$ cat src/sv/page_replacement_engine_defines.svh
// Assertion macros for the page replacement engine.
// Used by the top level only; no other dependencies.
`ifndef PAGE_REPLACEMENT_ENGINE_DEFINES_SVH
`define PAGE_REPLACEMENT_ENGINE_DEFINES_SVH

// Same-cycle implication, disabled while reset is low.
`define PRE_ASSERT_NOW(label, clk, rst_n, ante, cons, msg) \
    label: assert property (@(posedge clk) disable iff (!(rst_n)) (ante) |-> (cons)) \
        else $error(msg);

// Next-cycle implication, disabled while reset is low.
`define PRE_ASSERT_NEXT(label, clk, rst_n, ante, cons, msg) \
    label: assert property (@(posedge clk) disable iff (!(rst_n)) (ante) |=> (cons)) \
        else $error(msg);

`endif

$ cat src/sv/pre_pkg.sv
`timescale 1ns / 1ps
// Shared constants of the page replacement engine: policy codes,
// configuration register indexes and fixed field widths. No dependencies.
package pre_pkg;

    localparam int CFG_IDX_W  = 1;
    localparam int CFG_DATA_W = 5;
    localparam int FAULT_W    = 32;

    localparam logic [CFG_IDX_W-1:0] REG_FRAME_COUNT = 1'd0;
    localparam logic [CFG_IDX_W-1:0] REG_POLICY_MODE = 1'd1;

    localparam logic [1:0] POL_FIFO  = 2'd0;
    localparam logic [1:0] POL_LRU   = 2'd1;
    localparam logic [1:0] POL_CLOCK = 2'd2;

    localparam logic [4:0] FRAME_COUNT_RESET = 5'd16;

endpackage

$ cat src/sv/pre_ram.sv
`timescale 1ns / 1ps
// Generic simple dual-port RAM: one write port, one read port with registered data.
// No dependencies.
module pre_ram #(
    parameter int WIDTH = 8,
    parameter int DEPTH = 16
) (
    input  logic                                   i_clk,
    input  logic                                   i_we,
    input  logic [((DEPTH > 1) ? $clog2(DEPTH) : 1)-1:0] i_waddr,
    input  logic [WIDTH-1:0]                       i_wdata,
    input  logic [((DEPTH > 1) ? $clog2(DEPTH) : 1)-1:0] i_raddr,
    output logic [WIDTH-1:0]                       o_rdata
);

    logic [WIDTH-1:0] r_mem [DEPTH];
    logic [WIDTH-1:0] r_rdata;

    always_ff @(posedge i_clk) begin
        if (i_we) begin
            r_mem[i_waddr] <= i_wdata;
        end
        r_rdata <= r_mem[i_raddr];
    end

    assign o_rdata = r_rdata;

endmodule

$ cat src/sv/page_replacement_engine.sv
`timescale 1ns / 1ps
// Page replacement engine: resident-page lookup with FIFO, LRU and clock eviction.
// Depends on pre_pkg, pre_ram and page_replacement_engine_defines.svh.
// With n active frames and F = FRAMES, every item starts with a lookup scan of the n frames;
// LRU hits and all fills then update the F rank entries, after a victim scan or sweep if full.
// One item at a time: a new page is taken only in idle, after the last result is registered.
// Reset clears valid bits, hand, fault count and output valid; config returns to 16, FIFO.
`include "page_replacement_engine_defines.svh"
module page_replacement_engine #(
    parameter int FRAMES    = 16,
    parameter int PAGE_BITS = 16
) (
    input  logic                               i_clk,
    input  logic                               i_rst_n,
    // tdata: page_number
    input  logic                               i_s_tvalid,
    output logic                               o_s_tready,
    input  logic [((PAGE_BITS+7)/8)*8-1:0]     i_s_tdata,
    // tdata: evicted_page, fault_total
    output logic                               o_m_tvalid,
    input  logic                               i_m_tready,
    output logic [((PAGE_BITS+39)/8)*8-1:0]    o_m_tdata,
    // tuser: hit, evicted_valid
    output logic [1:0]                         o_m_tuser,
    input  logic                               i_cfg_we,
    input  logic [pre_pkg::CFG_IDX_W-1:0]      i_cfg_idx,
    input  logic [pre_pkg::CFG_DATA_W-1:0]     i_cfg_wdata
);

    localparam int IW     = (FRAMES > 1) ? $clog2(FRAMES) : 1;
    localparam int NW     = $clog2(FRAMES + 1);
    localparam int RW     = IW;
    localparam int MW     = RW + 1;
    localparam int CW     = (NW > 5) ? NW : 5;
    localparam int OUT_W  = ((PAGE_BITS + 39) / 8) * 8;
    localparam int FW     = pre_pkg::FAULT_W;

    typedef enum logic [3:0] {
        ST_IDLE,
        ST_LOOKUP,
        ST_CLK,
        ST_MAX,
        ST_OLD_RD,
        ST_OLD_WAIT,
        ST_MN,
        ST_COMMIT,
        ST_OUT
    } t_state;

    t_state               r_state;
    logic [4:0]           r_frame_count;
    logic [1:0]           r_policy;
    logic [FRAMES-1:0]    r_valid;
    logic [IW-1:0]        r_hand;
    logic [FW-1:0]        r_fault;

    logic [PAGE_BITS-1:0] r_page;
    logic [NW-1:0]        r_cnt;
    logic                 r_pend;
    logic [IW-1:0]        r_pidx;
    logic [IW-1:0]        r_sw;
    logic                 r_stale;
    logic [IW-1:0]        r_f;
    logic                 r_found;
    logic                 r_free_found;
    logic [IW-1:0]        r_free_idx;
    logic [RW-1:0]        r_best;
    logic                 r_old_valid;
    logic                 r_old_ref;
    logic [RW-1:0]        r_old_rank;
    logic                 r_hit;
    logic                 r_evict;
    logic [PAGE_BITS-1:0] r_ev_page;

    logic                 r_m_valid;
    logic                 r_m_hit;
    logic                 r_m_ev_valid;
    logic [PAGE_BITS-1:0] r_m_ev_page;
    logic [FW-1:0]        r_m_fault;

    logic [NW-1:0]        w_active;
    logic [CW-1:0]        fc_ext;
    logic [IW-1:0]        page_raddr;
    logic                 page_we;
    logic [PAGE_BITS-1:0] page_rdata;
    logic [IW-1:0]        meta_raddr;
    logic                 meta_we;
    logic [IW-1:0]        meta_waddr;
    logic [MW-1:0]        meta_wdata;
    logic [MW-1:0]        meta_rdata;
    logic                 rd_ref;
    logic [RW-1:0]        rd_rank;
    logic                 clk_ref;
    logic                 new_ref;
    logic [IW-1:0]        sw_next;
    logic [IW-1:0]        sw_start;
    logic [IW-1:0]        n_hand;
    logic                 scan_issue;
    logic                 out_free;

    // Active frame count: zero acts as one, above FRAMES acts as FRAMES.
    always_comb begin
        fc_ext = CW'(r_frame_count);
        if (r_frame_count == 5'd0) begin
            w_active = NW'(1);
        end else if (fc_ext > CW'(FRAMES)) begin
            w_active = NW'(FRAMES);
        end else begin
            w_active = NW'(fc_ext);
        end
    end

    assign rd_ref   = meta_rdata[RW];
    assign rd_rank  = meta_rdata[RW-1:0];
    assign clk_ref  = rd_ref && !r_stale;
    assign new_ref  = r_hit ? r_old_ref : 1'b1;
    assign sw_next  = ((NW'(r_sw) + NW'(1)) == w_active) ? '0 : IW'(NW'(r_sw) + NW'(1));
    assign sw_start = (NW'(r_hand) >= w_active) ? '0 : r_hand;
    assign n_hand   = ((NW'(r_f) + NW'(1)) == w_active) ? '0 : IW'(NW'(r_f) + NW'(1));
    assign scan_issue = (r_cnt < w_active);
    assign out_free = !r_m_valid || i_m_tready;

    always_comb begin
        page_raddr = r_cnt[IW-1:0];
        page_we    = 1'b0;
        meta_raddr = r_cnt[IW-1:0];
        meta_we    = 1'b0;
        meta_waddr = r_pidx;
        meta_wdata = meta_rdata;
        case (r_state)
            ST_CLK: begin
                meta_raddr = r_sw;
                if (r_pend && clk_ref) begin
                    meta_we    = 1'b1;
                    meta_wdata = {1'b0, rd_rank};
                end
            end
            ST_OLD_RD: begin
                page_raddr = r_f;
                meta_raddr = r_f;
            end
            ST_OLD_WAIT: begin
                if (r_hit && (r_policy == pre_pkg::POL_CLOCK)) begin
                    meta_we    = 1'b1;
                    meta_waddr = r_f;
                    meta_wdata = {1'b1, rd_rank};
                end
            end
            ST_MN: begin
                if (r_pend) begin
                    if (r_pidx == r_f) begin
                        meta_we    = 1'b1;
                        meta_wdata = {new_ref, RW'(0)};
                    end else if (r_valid[r_pidx] && (!r_old_valid || (rd_rank < r_old_rank)))
                    begin
                        meta_we    = 1'b1;
                        meta_wdata = {rd_ref, rd_rank + RW'(1)};
                    end
                end
            end
            ST_COMMIT: begin
                page_we = !r_hit;
            end
            default: ;
        endcase
    end

    pre_ram #(
        .WIDTH (PAGE_BITS),
        .DEPTH (FRAMES)
    ) u_page_ram (
        .i_clk   (i_clk),
        .i_we    (page_we),
        .i_waddr (r_f),
        .i_wdata (r_page),
        .i_raddr (page_raddr),
        .o_rdata (page_rdata)
    );

    pre_ram #(
        .WIDTH (MW),
        .DEPTH (FRAMES)
    ) u_meta_ram (
        .i_clk   (i_clk),
        .i_we    (meta_we),
        .i_waddr (meta_waddr),
        .i_wdata (meta_wdata),
        .i_raddr (meta_raddr),
        .o_rdata (meta_rdata)
    );

    always_ff @(posedge i_clk) begin
        if (!i_rst_n) begin
            r_state       <= ST_IDLE;
            r_frame_count <= pre_pkg::FRAME_COUNT_RESET;
            r_policy      <= pre_pkg::POL_FIFO;
            r_valid       <= '0;
            r_hand        <= '0;
            r_fault       <= '0;
            r_m_valid     <= 1'b0;
            r_pend        <= 1'b0;
        end else begin
            if (i_cfg_we) begin
                case (i_cfg_idx)
                    pre_pkg::REG_FRAME_COUNT: r_frame_count <= i_cfg_wdata[4:0];
                    pre_pkg::REG_POLICY_MODE: r_policy      <= i_cfg_wdata[1:0];
                    default: ;
                endcase
            end

            if (r_m_valid && i_m_tready && (r_state != ST_OUT)) begin
                r_m_valid <= 1'b0;
            end

            case (r_state)
                ST_IDLE: begin
                    if (i_s_tvalid) begin
                        r_page       <= i_s_tdata[PAGE_BITS-1:0];
                        r_cnt        <= '0;
                        r_pend       <= 1'b0;
                        r_found      <= 1'b0;
                        r_free_found <= 1'b0;
                        r_hit        <= 1'b0;
                        r_evict      <= 1'b0;
                        r_state      <= ST_LOOKUP;
                    end
                end
                ST_LOOKUP: begin
                    r_pend <= scan_issue;
                    r_pidx <= r_cnt[IW-1:0];
                    if (scan_issue) begin
                        r_cnt <= r_cnt + NW'(1);
                    end
                    if (r_pend) begin
                        if (r_valid[r_pidx] && (page_rdata == r_page) && !r_found) begin
                            r_found <= 1'b1;
                            r_f     <= r_pidx;
                        end
                        if (!r_valid[r_pidx] && !r_free_found) begin
                            r_free_found <= 1'b1;
                            r_free_idx   <= r_pidx;
                        end
                    end else if (!scan_issue) begin
                        r_cnt   <= '0;
                        r_best  <= '0;
                        r_stale <= 1'b0;
                        r_sw    <= sw_start;
                        if (r_found) begin
                            r_hit <= 1'b1;
                            if ((r_policy == pre_pkg::POL_CLOCK) ||
                                (r_policy == pre_pkg::POL_LRU)) begin
                                r_state <= ST_OLD_RD;
                            end else begin
                                r_state <= ST_COMMIT;
                            end
                        end else if (r_free_found) begin
                            r_f     <= r_free_idx;
                            r_state <= ST_OLD_RD;
                        end else begin
                            r_evict <= 1'b1;
                            if (r_policy == pre_pkg::POL_CLOCK) begin
                                r_state <= ST_CLK;
                            end else begin
                                r_state <= ST_MAX;
                            end
                        end
                    end
                end
                ST_CLK: begin
                    r_pend  <= 1'b1;
                    r_pidx  <= r_sw;
                    r_sw    <= sw_next;
                    r_stale <= r_pend && clk_ref && (r_sw == r_pidx);
                    if (r_pend && !clk_ref) begin
                        r_f     <= r_pidx;
                        r_pend  <= 1'b0;
                        r_state <= ST_OLD_RD;
                    end
                end
                ST_MAX: begin
                    r_pend <= scan_issue;
                    r_pidx <= r_cnt[IW-1:0];
                    if (scan_issue) begin
                        r_cnt <= r_cnt + NW'(1);
                    end
                    if (r_pend) begin
                        if (rd_rank >= r_best) begin
                            r_best <= rd_rank;
                            r_f    <= r_pidx;
                        end
                    end else if (!scan_issue) begin
                        r_state <= ST_OLD_RD;
                    end
                end
                ST_OLD_RD: begin
                    r_state <= ST_OLD_WAIT;
                end
                ST_OLD_WAIT: begin
                    r_old_valid <= r_valid[r_f];
                    r_old_ref   <= rd_ref;
                    r_old_rank  <= rd_rank;
                    r_ev_page   <= page_rdata;
                    r_cnt       <= '0;
                    r_pend      <= 1'b0;
                    if (r_hit && (r_policy == pre_pkg::POL_CLOCK)) begin
                        r_state <= ST_COMMIT;
                    end else begin
                        r_state <= ST_MN;
                    end
                end
                ST_MN: begin
                    r_pend <= (r_cnt < NW'(FRAMES));
                    r_pidx <= r_cnt[IW-1:0];
                    if (r_cnt < NW'(FRAMES)) begin
                        r_cnt <= r_cnt + NW'(1);
                    end else if (!r_pend) begin
                        r_state <= ST_COMMIT;
                    end
                end
                ST_COMMIT: begin
                    if (!r_hit) begin
                        r_valid[r_f] <= 1'b1;
                        if (r_fault != '1) begin
                            r_fault <= r_fault + FW'(1);
                        end
                        if (r_policy == pre_pkg::POL_CLOCK) begin
                            r_hand <= n_hand;
                        end
                    end
                    r_state <= ST_OUT;
                end
                ST_OUT: begin
                    if (out_free) begin
                        r_m_valid    <= 1'b1;
                        r_m_hit      <= r_hit;
                        r_m_ev_valid <= r_evict;
                        r_m_ev_page  <= r_evict ? r_ev_page : '0;
                        r_m_fault    <= r_fault;
                        r_state      <= ST_IDLE;
                    end
                end
                default: begin
                    r_state <= ST_IDLE;
                end
            endcase
        end
    end

    assign o_s_tready = (r_state == ST_IDLE);
    assign o_m_tvalid = r_m_valid;
    assign o_m_tdata  = OUT_W'({r_m_fault, r_m_ev_page});
    assign o_m_tuser  = {r_m_ev_valid, r_m_hit};

    `PRE_ASSERT_NEXT(a_accept_leaves_idle, i_clk, i_rst_n, i_s_tvalid && o_s_tready, r_state != ST_IDLE, "accepted item did not start work")
    `PRE_ASSERT_NOW(a_frame_active, i_clk, i_rst_n, r_state == ST_OLD_RD, NW'(r_f) < w_active, "selected frame outside active range")
    `PRE_ASSERT_NEXT(a_hit_keeps_faults, i_clk, i_rst_n, (r_state == ST_COMMIT) && r_hit, r_fault == $past(r_fault), "fault count changed on a hit")

endmodule

$ cat config.mk
export PLATFORM = sky130hd
export DESIGN_NAME = page_replacement_engine
export DESIGN_NICKNAME = d
export VERILOG_FILES = /design/src/sv/pre_pkg.sv /design/src/sv/pre_ram.sv /design/src/sv/page_replacement_engine.sv
export VERILOG_INCLUDE_DIRS = /design/src /design/src/sv
export SDC_FILE = /design/constraint.sdc
export NUM_CORES = 1
export LEC_CHECK = 0
export ABC_CLOCK_PERIOD_IN_PS = 3300
export BUFFER_PORTS_ARGS = -buffer_cell sky130_fd_sc_hd__buf_2
export CAP_MARGIN = 20
export CORE_ASPECT_RATIO = 1.1
export CORE_MARGIN = 1
export CORE_UTILIZATION = 55
export DETAILED_ROUTE_END_ITERATION = 8
export PLACE_DENSITY = 0.76
export SETUP_SLACK_MARGIN = 0.5
export SYNTH_ARGS = -nofsm -noshare
export SYNTH_HDL_FRONTEND = slang
export SYNTH_SLANG_ARGS = --single-unit
$ cat constraint.sdc
create_clock -name i_clk -period 3.3 [get_ports i_clk]
set_clock_uncertainty 0.1 [all_clocks]
set_input_delay 0.825 -clock i_clk [delete_from_list [all_inputs] [get_ports i_clk]]
set_output_delay 0.825 -clock i_clk [all_outputs]
set_load 0.01 [all_outputs]
==> impl_summary.log <==
[metrics] run status: complete, no violations
[metrics] GR Util All Layers: a little over a quarter
[metrics] layout cell share with drive strength beyond 1: roughly 20%
[metrics] Synth Flop Type: edfxtp_1
[metrics] DRC violation count after routing: 0
[metrics] buffer depth of the longest clock path: 3
[metrics] WL/cell: approximately 24 um
[metrics] yosys synthesis warning count: 0
[metrics] Sum Neg Setup Slack: 0 ns
[metrics] number of antenna violations at the first check in global routing: 0
[metrics] number of enable-type register cells in the synthesized netlist: about 450
[metrics] Clock Sinks: 540
[metrics] slack of the critical path: roughly 0.53 ns
[metrics] Final ANT Viol Nets: 0
[metrics] average footprint of a synthesized cell: roughly 14 um2
[metrics] FP Rows: 77
[metrics] wire length of the first global-routing pass: 81200 um
[metrics] post-synthesis async set-or-reset flop share: 0%
[metrics] Leakage Power: between 9 and 10 nW
[metrics] number of antenna diodes: 0
[metrics] post-synth design cell area: 22400 um2
[metrics] final weighted congestion in routability-driven placement: 0.959
[metrics] area of the die: 41500 um2
[metrics] max-slew violation count: 0
[metrics] H-tree level count: 2
[metrics] Post-Synthesis Net Count: roughly 1700
[metrics] arrival time at the worst endpoint: approximately 3 ns
[metrics] most common cell in the synthesized netlist: edfxtp_1
[metrics] vias per std cell: around 6.3
[metrics] pre-CTS setup slack: between 0.2 and 0.25 ns
[metrics] First DRT Iteration DRCs: 1371
[metrics] number of endpoints failing setup at the final stage: 0
[metrics] critical path data required time: 3.52 ns
[metrics] initial cell density of the core: between 50% and 60%
[metrics] core utilization of the finished layout: about 65%
[metrics] input/output buffers: 78
[metrics] ratio of total power to cell area: approximately 760 nW/um2
[metrics] Placed Instance Area: 23800 um2
[metrics] Slew @ Worst Pin: ~0.99 ns
[metrics] Commonest cells post-synth: edfxtp_1, nand2_1, nand3_1
[metrics] Inserted Clock Buffers: 53
[metrics] synthesized instance count: 1618
[metrics] cells taking the most area after synthesis: edfxtp_1, dfxtp_1, mux4_2, nand2_1, nand3_1
[metrics] headroom to the max-slew limit: 33.3%
[metrics] via count of the first global-routing pass: 14100
[metrics] Min-Delay Path Class: primary input to flip-flop
[metrics] final HPWL from detailed placement: about 34000 um
[metrics] area fraction of the dominant cell type after synthesis: 60.9%
[metrics] Synth cell types: between 60 and 70
[metrics] min Tclk post-route: about 2.8 ns
[metrics] Max Clk Rate: 0.361 GHz
[metrics] setup repair after global routing missed its margin: yes
[metrics] total of max-cap violations: 0
[metrics] total number of vias: roughly 15000
[metrics] clock root buffer master: clkbuf_16
[metrics] DIE HEIGHT: 214 um
[metrics] final worst hold slack: roughly 0.28 ns
[metrics] number of nets at the end of the flow: around 1800
[metrics] flop and latch count out of synthesis: 540
[metrics] clock slew at the register clock pins of the worst setup and hold paths: around 0.07 ns
[metrics] worst-skew pair later-pin latency: just over 0.6 ns
[metrics] maximum resistive drop on vdd: between 0.4 and 0.5 mV
[metrics] post-synth top area cell: edfxtp_1
[metrics] area growth from synthesis to layout: 16.0%
[metrics] maximum net fanout on the critical path: 16
[metrics] Final Hold Violating Endpoints: 0
[metrics] final non-filler cell area: ~26000 um2
[metrics] kind of end point of the critical path: flip-flop
[metrics] Placeable Area: 40200 um2
[metrics] DR pass1 iterations: 5
[metrics] type of the worst setup path: flip-flop to flip-flop
[metrics] floorplan die width: roughly 200 um
[metrics] leftover overflow at the end of global routing: 0
[metrics] CTS tree: yes
[metrics] I/O pin total: 79
[metrics] fraction of the yosys area taken by sequential cells: 68.6%
[metrics] launching element type of the critical path: flip-flop
[metrics] largest net degree at the start of global routing: 61
[metrics] final cycle utilization of the critical path: around 84%
[metrics] routed wire length: 55100 um
## area by class of cell
cell class / count / area (um2)
repair buffers: 189 / 1420
flip-flops and latches: 540 / 15400
well taps: 513 / 642
clock buffers: 67 / 1430
clock inverters: 33 / 285
multi-input cells: 944 / 6610
inverters: 49 / 186
fillers: 2753 / 14200
## through the flow
stage	total power [mW]	instances
global placement	13.4	2216
CTS	19.5	2317
global route	20.6	2335
detailed placement	13.6	2216
finish	19.8	2335
floorplan	11.8	1618
## registers in the layout, summed over array words and instances, names as in the netlist, 2 cells and up
register            flops
fc_ext                  5
r_best                  4
r_cnt                   5
r_ev_page              16
r_f                     4
r_fault                32
r_free_idx              4
r_hand                  4
r_m_ev_page            16
r_m_fault              32
r_old_rank              4
r_page                 16
r_pidx                  4
r_policy                2
r_state                 4
r_sw                    4
r_valid                16
u_meta_ram.o_rdata      5
u_meta_ram.r_mem       80
u_page_ram.o_rdata     16
u_page_ram.r_mem      256
## per-layer routing
layer	GRT usage [%]	share of wire (%)	vias to the layer above
li1	-	-	6453
met1	33.2	38	7237
met2	44.3	49	785
met3	4.26	8.5	139
met4	12.1	4.0	0
met5	0	0	-
## placed cells by master (no fill, tap or decap), drive strengths merged, types with 7 or more instances in the layout
| cell type | n |
|---|---|
| inv | 50 |
| nor3 | 38 |
| clkbuf | 71 |
| o21ai | 56 |
| nand3 | 97 |
| o2111ai | 21 |
| and2 | 41 |
| or3 | 13 |
| clkinv | 24 |
| a21boi | 16 |
| nor4 | 8 |
| nor2 | 38 |
| xnor2 | 38 |
| xor2 | 19 |
| nor2b | 23 |
| ha | 25 |
| and3 | 28 |
| dfxtp | 86 |
| a21oi | 36 |
| nand2 | 188 |
| nand2b | 13 |
| edfxtp | 454 |
| a22o | 10 |
| mux2 | 11 |
| a22oi | 18 |
| nand4 | 54 |
| buf | 185 |
| mux4 | 43 |
| a211oi | 7 |
| o21a | 20 |
| mux2i | 14 |
## final timing paths
kind / startpoint / endpoint / slack, ns / cells after the start
setup reg to reg: r_pidx[0] / u_meta_ram.r_mem[10][2] / 0.53 / 7
hold / removal: i_s_tdata[2] / r_page[2] / 0.28 / 1
setup / recovery: r_pidx[0] / u_meta_ram.r_mem[10][2] / 0.53 / 7
hold reg to reg: r_fault[9] / r_m_fault[9] / 0.35 / 0
## what timing repair did
item / CTS / global route
hold buffers: 0 / 0
gates cloned: 0 / 5
pin swaps: 0 / 3
buffers inserted: 1 / 13
setup endpoints to repair: 116 / 128
resized for setup: 20 / 19
## worst max-delay path, cell delays in order, from the launching register on
cell      delay (ns)
edfxtp_1        0.49
mux4_2          0.53
a22oi_1         0.18
nand3_1         0.24
o211ai_1        0.21
and4b_4         0.48
buf_4           0.18
nor3_2          0.07
## cells by family after synthesis
group	synth area share (%)
AOI/OAI and AO/OA	6.79
and+or+nand+nor	12.9
muxes	5.46
buffers and inverters	2.53
DFF	68.6
xor gates and xnor gates	2.23
adders and majority gates	1.40
## power breakdown
group / switching [mW] / internal [mW]
registers: 0.406 / 8.02
logic: 3.33 / 2.17
clock network: 2.58 / 3.33
total: 6.31 / 13.5
Note: power is estimated with default switching activity, not from simulation.
